--- src/hw/rtl/ctsr_pkg.sv ---
package ctsr_pkg;

  localparam int SLOT_COUNT   = 1024;
  localparam int TASK_ID_BITS = 10;

  localparam int SLOT_BITS = $clog2(SLOT_COUNT);
  localparam int CNT_W     = $clog2(SLOT_COUNT + 1);

  localparam int TID_W   = 10;
  localparam int EARLY_W = 10;
  localparam int DUR_W   = 11;
  localparam int START_W = 10;
  localparam int END_W   = 11;

  localparam logic REQ_PROBE   = 1'b0;
  localparam logic REQ_RESERVE = 1'b1;

  typedef struct packed {
    logic               req_type;
    logic [TID_W-1:0]   task_id;
    logic [EARLY_W-1:0] earliest_slot;
    logic [DUR_W-1:0]   duration;
  } ctsr_req_t;

  typedef struct packed {
    logic               found;
    logic [START_W-1:0] start_slot;
    logic [END_W-1:0]   end_slot;
  } ctsr_rsp_t;

  typedef struct packed {
    logic clear;
    logic step;
    logic free;
  } ctsr_run_ctl_t;

endpackage

--- src/hw/rtl/ctsr_run_unit.sv ---
module ctsr_run_unit (
  input  logic                         clk,
  input  logic                         rst,
  input  ctsr_pkg::ctsr_run_ctl_t      ctl,
  input  logic [ctsr_pkg::DUR_W-1:0]   dur,
  output logic                         hit
);
  import ctsr_pkg::*;

  logic [DUR_W-1:0] run;
  logic [DUR_W-1:0] run_next;
  logic [DUR_W-1:0] run_inc;

  assign run_inc = run + DUR_W'(1);
  assign hit     = ctl.step && ctl.free && (run_inc == dur);

  always_comb begin
    run_next = run;
    if (ctl.clear) begin
      run_next = '0;
    end else if (ctl.step) begin
      run_next = ctl.free ? run_inc : '0;
    end
  end

  always_ff @(posedge clk) begin
    if (rst) begin
      run <= '0;
    end else begin
      run <= run_next;
    end
  end

endmodule

--- config.mk ---
export PLATFORM = sky130hd
export DESIGN_NAME = ctsr_run_unit
export DESIGN_NICKNAME = d
export VERILOG_FILES = /design/src/hw/rtl/ctsr_pkg.sv /design/src/hw/rtl/ctsr_run_unit.sv
export SDC_FILE = /design/constraint.sdc
export NUM_CORES = 1
export LEC_CHECK = 0
export BUFFER_PORTS_ARGS = -buffer_cell sky130_fd_sc_hd__buf_2
export CAP_MARGIN = 20
export CORE_UTILIZATION = 29
export CTS_BUF_LIST = sky130_fd_sc_hd__clkbuf_8
export CTS_CLUSTER_DIAMETER = 30
export CTS_CLUSTER_SIZE = 14
export DETAILED_ROUTE_END_ITERATION = 7
export HOLD_SLACK_MARGIN = 0.1
export RECOVER_POWER = 50
export SLEW_MARGIN = 30
export SYNTH_ARGS = -nofsm -noshare
export SYNTH_HDL_FRONTEND = slang
export SYNTH_SLANG_ARGS = --single-unit
--- constraint.sdc ---
create_clock -name clk -period 2.65 [get_ports clk]
set_input_delay 0.53 -clock clk [delete_from_list [all_inputs] [get_ports clk]]
set_output_delay 0.53 -clock clk [all_outputs]
set_load 0.005 [all_outputs]
# Yosys cells after proc, flatten, opt, wreduce, memory -nomap -nowiden
# Cells that the tools add are included.
[totals] ff_bits=11 in_bits=16 out_inout_bits=1
[classes] add_sub_neg=1 n_eq_ne=1 n_mux=1 n_reduce_logical=3
[ops] cell="adder 11 x 1 -> 11 bit, second input constant" count=1
[ops] cell="equality test 11 bit" count=1
[ops] cell="two-way mux 11 bit" count=1
[ops] cell="logical AND 1 bit" count=2
[ops] cell="OR reduction 2 bit" count=1

# Logic depth before layout (Yosys ltp)
[logic_depth] ltp_word=3 mapped_depth=7

# Worst setup path after synthesis
# Ideal clock, no wire load.
[synth_path] kind="reg-to-output" startpoint="register run[0]" endpoint="output port hit" arrival_time_ps=1694 path_slack_ps=426 stages_incl_launch_ff=8 cell_sequence="dfxtp_1 -> ha_1 -> and3_1 -> buf_2 -> nand4_2 -> xnor2_1 -> a211o_1 -> nor4_2"
[synth_between] elab_chain_len=3
[synth_lines] element="start: declaration" line_no="ctsr_run_unit.sv:10" rtl="logic [DUR_W-1:0] run;"
[synth_lines] element="start signal: assignment" line_no="ctsr_run_unit.sv:30" rtl="run <= run_next;"
[synth_lines] element="adder 11 x 1 -> 11 bit" line_no="ctsr_run_unit.sv:14" rtl="assign run_inc = run + DUR_W'(1);"
[synth_lines] element="equality test 11 bit" line_no="ctsr_run_unit.sv:15" rtl="assign hit = ctl.step && ctl.free && (run_inc == dur);"
[synth_lines] element="logical AND 1 bit" line_no="ctsr_run_unit.sv:15"
[synth_lines] element="end: declaration" line_no="ctsr_run_unit.sv:6" rtl="output logic hit"
# Every way passes these cells.

# Worst setup path after layout
[layout_path] startpoint="register run[1]" endpoint="output port hit"
# Same word-level chain as after synthesis.

==> run_results.csv <==
group,metric,value,unit
final_layout,top_regs,"run (11)",
global_route,grt_max_degree,15,
power_and_ir_drop,ir_drop,0.146,mV
worst_hold_path,min_from,"run[1]",
placement,hpwl,1.63,mm
clocking,post_cts_buffers,0,
routing,wl,2.13,mm
final_layout,multi_input_area,638,sq um
logic_synthesis,syn_inst,116,
routing,post_drt_via_cell_ratio,5.43,
setup_path,crit_arrival,2.01,ns
logic_synthesis,synth_compound_area_frac,0.217,
final_layout,largest_reg_flops,11,
setup_path,worst_setup_path_end_kind,"output port",
setup_path,cp-start-kind,"flip-flop",
final_layout,fillCellCount,305,
logic_synthesis,yosys-top-cells-count,"dfxtp_1, nand2_1, o21ai_0, nor3_1, xnor2_1",
power_and_ir_drop,p_comb_frac,0.132,
clocking,cts_max_path_buffers,2,
floorplanning,initial_utilization,0.318,
clocking,cts_hold_buf,0,
routing,routedWlPerCell,13.1,um
logic_synthesis,async_flop_share,0,
logic_synthesis,synth.yosys.seq_area_share,0.243,
final_layout,antenna_cells,0,
status,outcome,"complete, but fails checks",
run,drv_cap,0,
global_route,overflow,0,
placement,gp_congestion,0.788,
setup_path,rr_startpoint,"run[1]",
routing,dr.pass1.iters,6,
global_route,gr-usage-all-layers,0.136,
timing,setup_tns,0,ns
routing,dr.first_iter.drc_count,27,
logic_synthesis,synthMuxAreaShare,0,
logic_synthesis,synth-edff-count,0,
timing,rsz0062_at_grt,"no",
logic_synthesis,synth_ff_type,"dfxtp_1",
global_route,antenna_found_initial,0,
routing,wl_met2,981,um
setup_path,path_max_fanout,8,
logic_synthesis,yosysWarnings,0,
final_layout,seq_area,220,sq um
logic_synthesis,post_synth.cell_area_avg,7.82,sq um
logic_synthesis,synthSimpleGateAreaFrac,0.332,
clocking,numCtsBuffers,3,
status,violations,"design-rule violations",
routing,drtAntennaViolNets,0,
floorplanning,coreArea,2850,sq um
logic_synthesis,synth_area_leader_cell,"dfxtp_1",
floorplanning,die_x,57.9,um
power_and_ir_drop,p_int,0.289,mW
power_and_ir_drop,p_clk_frac,0.426,
final_layout,finish.instance_area,1040,sq um
clocking,cts_max_level,1,
logic_synthesis,synth-xor-area-share,0.126,
logic_synthesis,synth_area,907,sq um
worst_hold_path,hold_class,"reg2reg",
power_and_ir_drop,power-per-cell-area,363,nW/um^2
final_layout,syn2layout_area_growth,14.6,%
logic_synthesis,syn_nets,133,
final_layout,post-route-util,0.364,
timing,maxSlewHeadroom,0.631,
logic_synthesis,synthTopCellsByArea,"dfxtp_1, xnor2_1, o21ai_0, nor3_1, o21a_1",
final_layout,drive_gt1_frac,0.206,
clocking,numClockSinks,11,
logic_synthesis,synth-seq-cells,11,
floorplanning,dieArea,3360,sq um
timing,period_share,0.957,
logic_synthesis,synthDominantCellAreaShare,0.243,
setup_path,worstPathRequired,2.12,ns
clocking,clk_transition_reported_paths,0.05,ns
global_route,grt_first_pass_wirelength,3.59,mm
placement,dp.cells,158,
floorplanning,die_height,57.9,um
routing,wl_met3,88,um
power_and_ir_drop,p_total,0.377,mW
timing,drv_slew,0,
setup_path,setup.worst_path.start,"run[1]",
setup_path,path_cells,"ha_4 -> and3_2 -> nand4_2 -> xnor2_1 -> a211o_1 -> nor4_2 -> buf_2",
timing,fin_skew,0.00390,ns
logic_synthesis,synth_fa_ha_area_frac,0.0138,
setup_path,max_stage_delay,0.43,ns
power_and_ir_drop,p_sw,0.0877,mW
global_route,grt_pass1_vias,795,
placement,dpl-instance-area,986,sq um
routing,vias,879,
power_and_ir_drop,seq_power_share,0.443,
power_and_ir_drop,swShare,0.233,
logic_synthesis,synth_top_family_by_area,"simple AND/OR/NAND/NOR gates",
routing,routed.top_layer,"met4",
setup_path,crit_type,"reg2out",
routing,met1_length,1.03,mm
routing,drc_errors,1,
floorplanning,rows,19,
clocking,insertion_delay,0.23,ns
power_and_ir_drop,power_leakage,0.413,nW
logic_synthesis,ys_types,35,
timing,finalSetupViolCount,0,
timing,tightest_slew,0.553,ns
final_layout,nNetsFinal,149,
timing,max_freq,394,MHz
timing,hold_violations,0,
clocking,cts-root-buf,"clkbuf_8",
setup_path,critPathSlowestCell,"dfxtp_1",
final_layout,finalNonFillerCells,162,
timing,fin_crit,2.54,ns
clocking,cts_tree,"built",
final_layout,top_register,"run",
floorplanning,io_pins,17,
placement,port_buffers,16,
cells in the final DEF, fill, tap and decap left out, types with 3 or more instances in the layout:
| cell | n |
|---|---|
| a21boi_1 | 4 |
| inv_1 | 3 |
| buf_2 | 15 |
| clkbuf_8 | 3 |
| nor2_1 | 4 |
| and3_1 | 3 |
| nor3_1 | 9 |
| o21ai_0 | 10 |
| a21oi_1 | 5 |
| nand3_1 | 6 |
| xnor2_1 | 9 |
| o21a_1 | 6 |
| nand2b_1 | 4 |
| xor2_1 | 4 |
| nand2_1 | 11 |
| dfxtp_1 | 11 |
area by class of cell:
cell class | count | share of cell area
inverters | 2 | 0.00722
clock inverters | 1 | 0.00361
well taps | 31 | 0.0373
multi-input cells | 96 | 0.614
flip-flops and latches | 11 | 0.212
clock buffers | 3 | 0.0397
repair buffers | 18 | 0.0866
final timing paths:
check | slack, ns | cells past startpoint | end
max | 0.11 | 7 | hit
min | 0.56 | 2 | run[1]
min reg2reg | 0.56 | 2 | run[1]
max reg2reg | 1.14 | 6 | run[10]
cells by family after synthesis:
family	Yosys count
AO/OA/AOI/OAI	31
XOR/XNOR	13
adder cells (fa/ha/maj)	1
buffers and inverters	9
flip-flops	11
AND/OR/NAND/NOR	51
worst max-delay path: cells and delay by family (launching register included):
family	cells	cell delay, ns
flip-flops	1	0.43
AO/OA/AOI/OAI	1	0.24
XOR/XNOR	1	0.17
AND/OR/NAND/NOR	3	0.60
adder cells (fa/ha/maj)	1	0.20
buffers and inverters	1	0.14
per-stage QoR:
| step | hold slack [ns] | setup WS, ns |
|---|---|---|
| global route | 0.573 | 0.00546 |
| detailed placement | 0.507 | 0.249 |
| floorplan | 0.478 | 0.426 |
| CTS | 0.519 | 0.0328 |
| global placement | 0.496 | 0.307 |
| finish | 0.556 | 0.113 |
power by group through the flow:
stage / clock (mW) / combinational (mW) / sequential [mW]
after floorplan: 0 / 0.0281 / 0.170
after global placement: 0 / 0.0496 / 0.170
after detailed placement: 0 / 0.0500 / 0.170
after CTS: 0.165 / 0.0504 / 0.167
after global routing: 0.175 / 0.0555 / 0.167
final: 0.161 / 0.0497 / 0.167
routing by layer:
metal  vias to the layer above  global-route usage
li1                        445                   -
met1                       411               0.183
met2                        21               0.212
met3                         2              0.0112
met4                         0              0.0816
met5                         -                   0
repair_timing:
action,CTS,global route
pin swaps,0,0
setup endpoints to repair,1,1
hold endpoints to repair,0,0
cloned,0,0
resized for setup,1,2
Power figures use the tool's default switching activity.
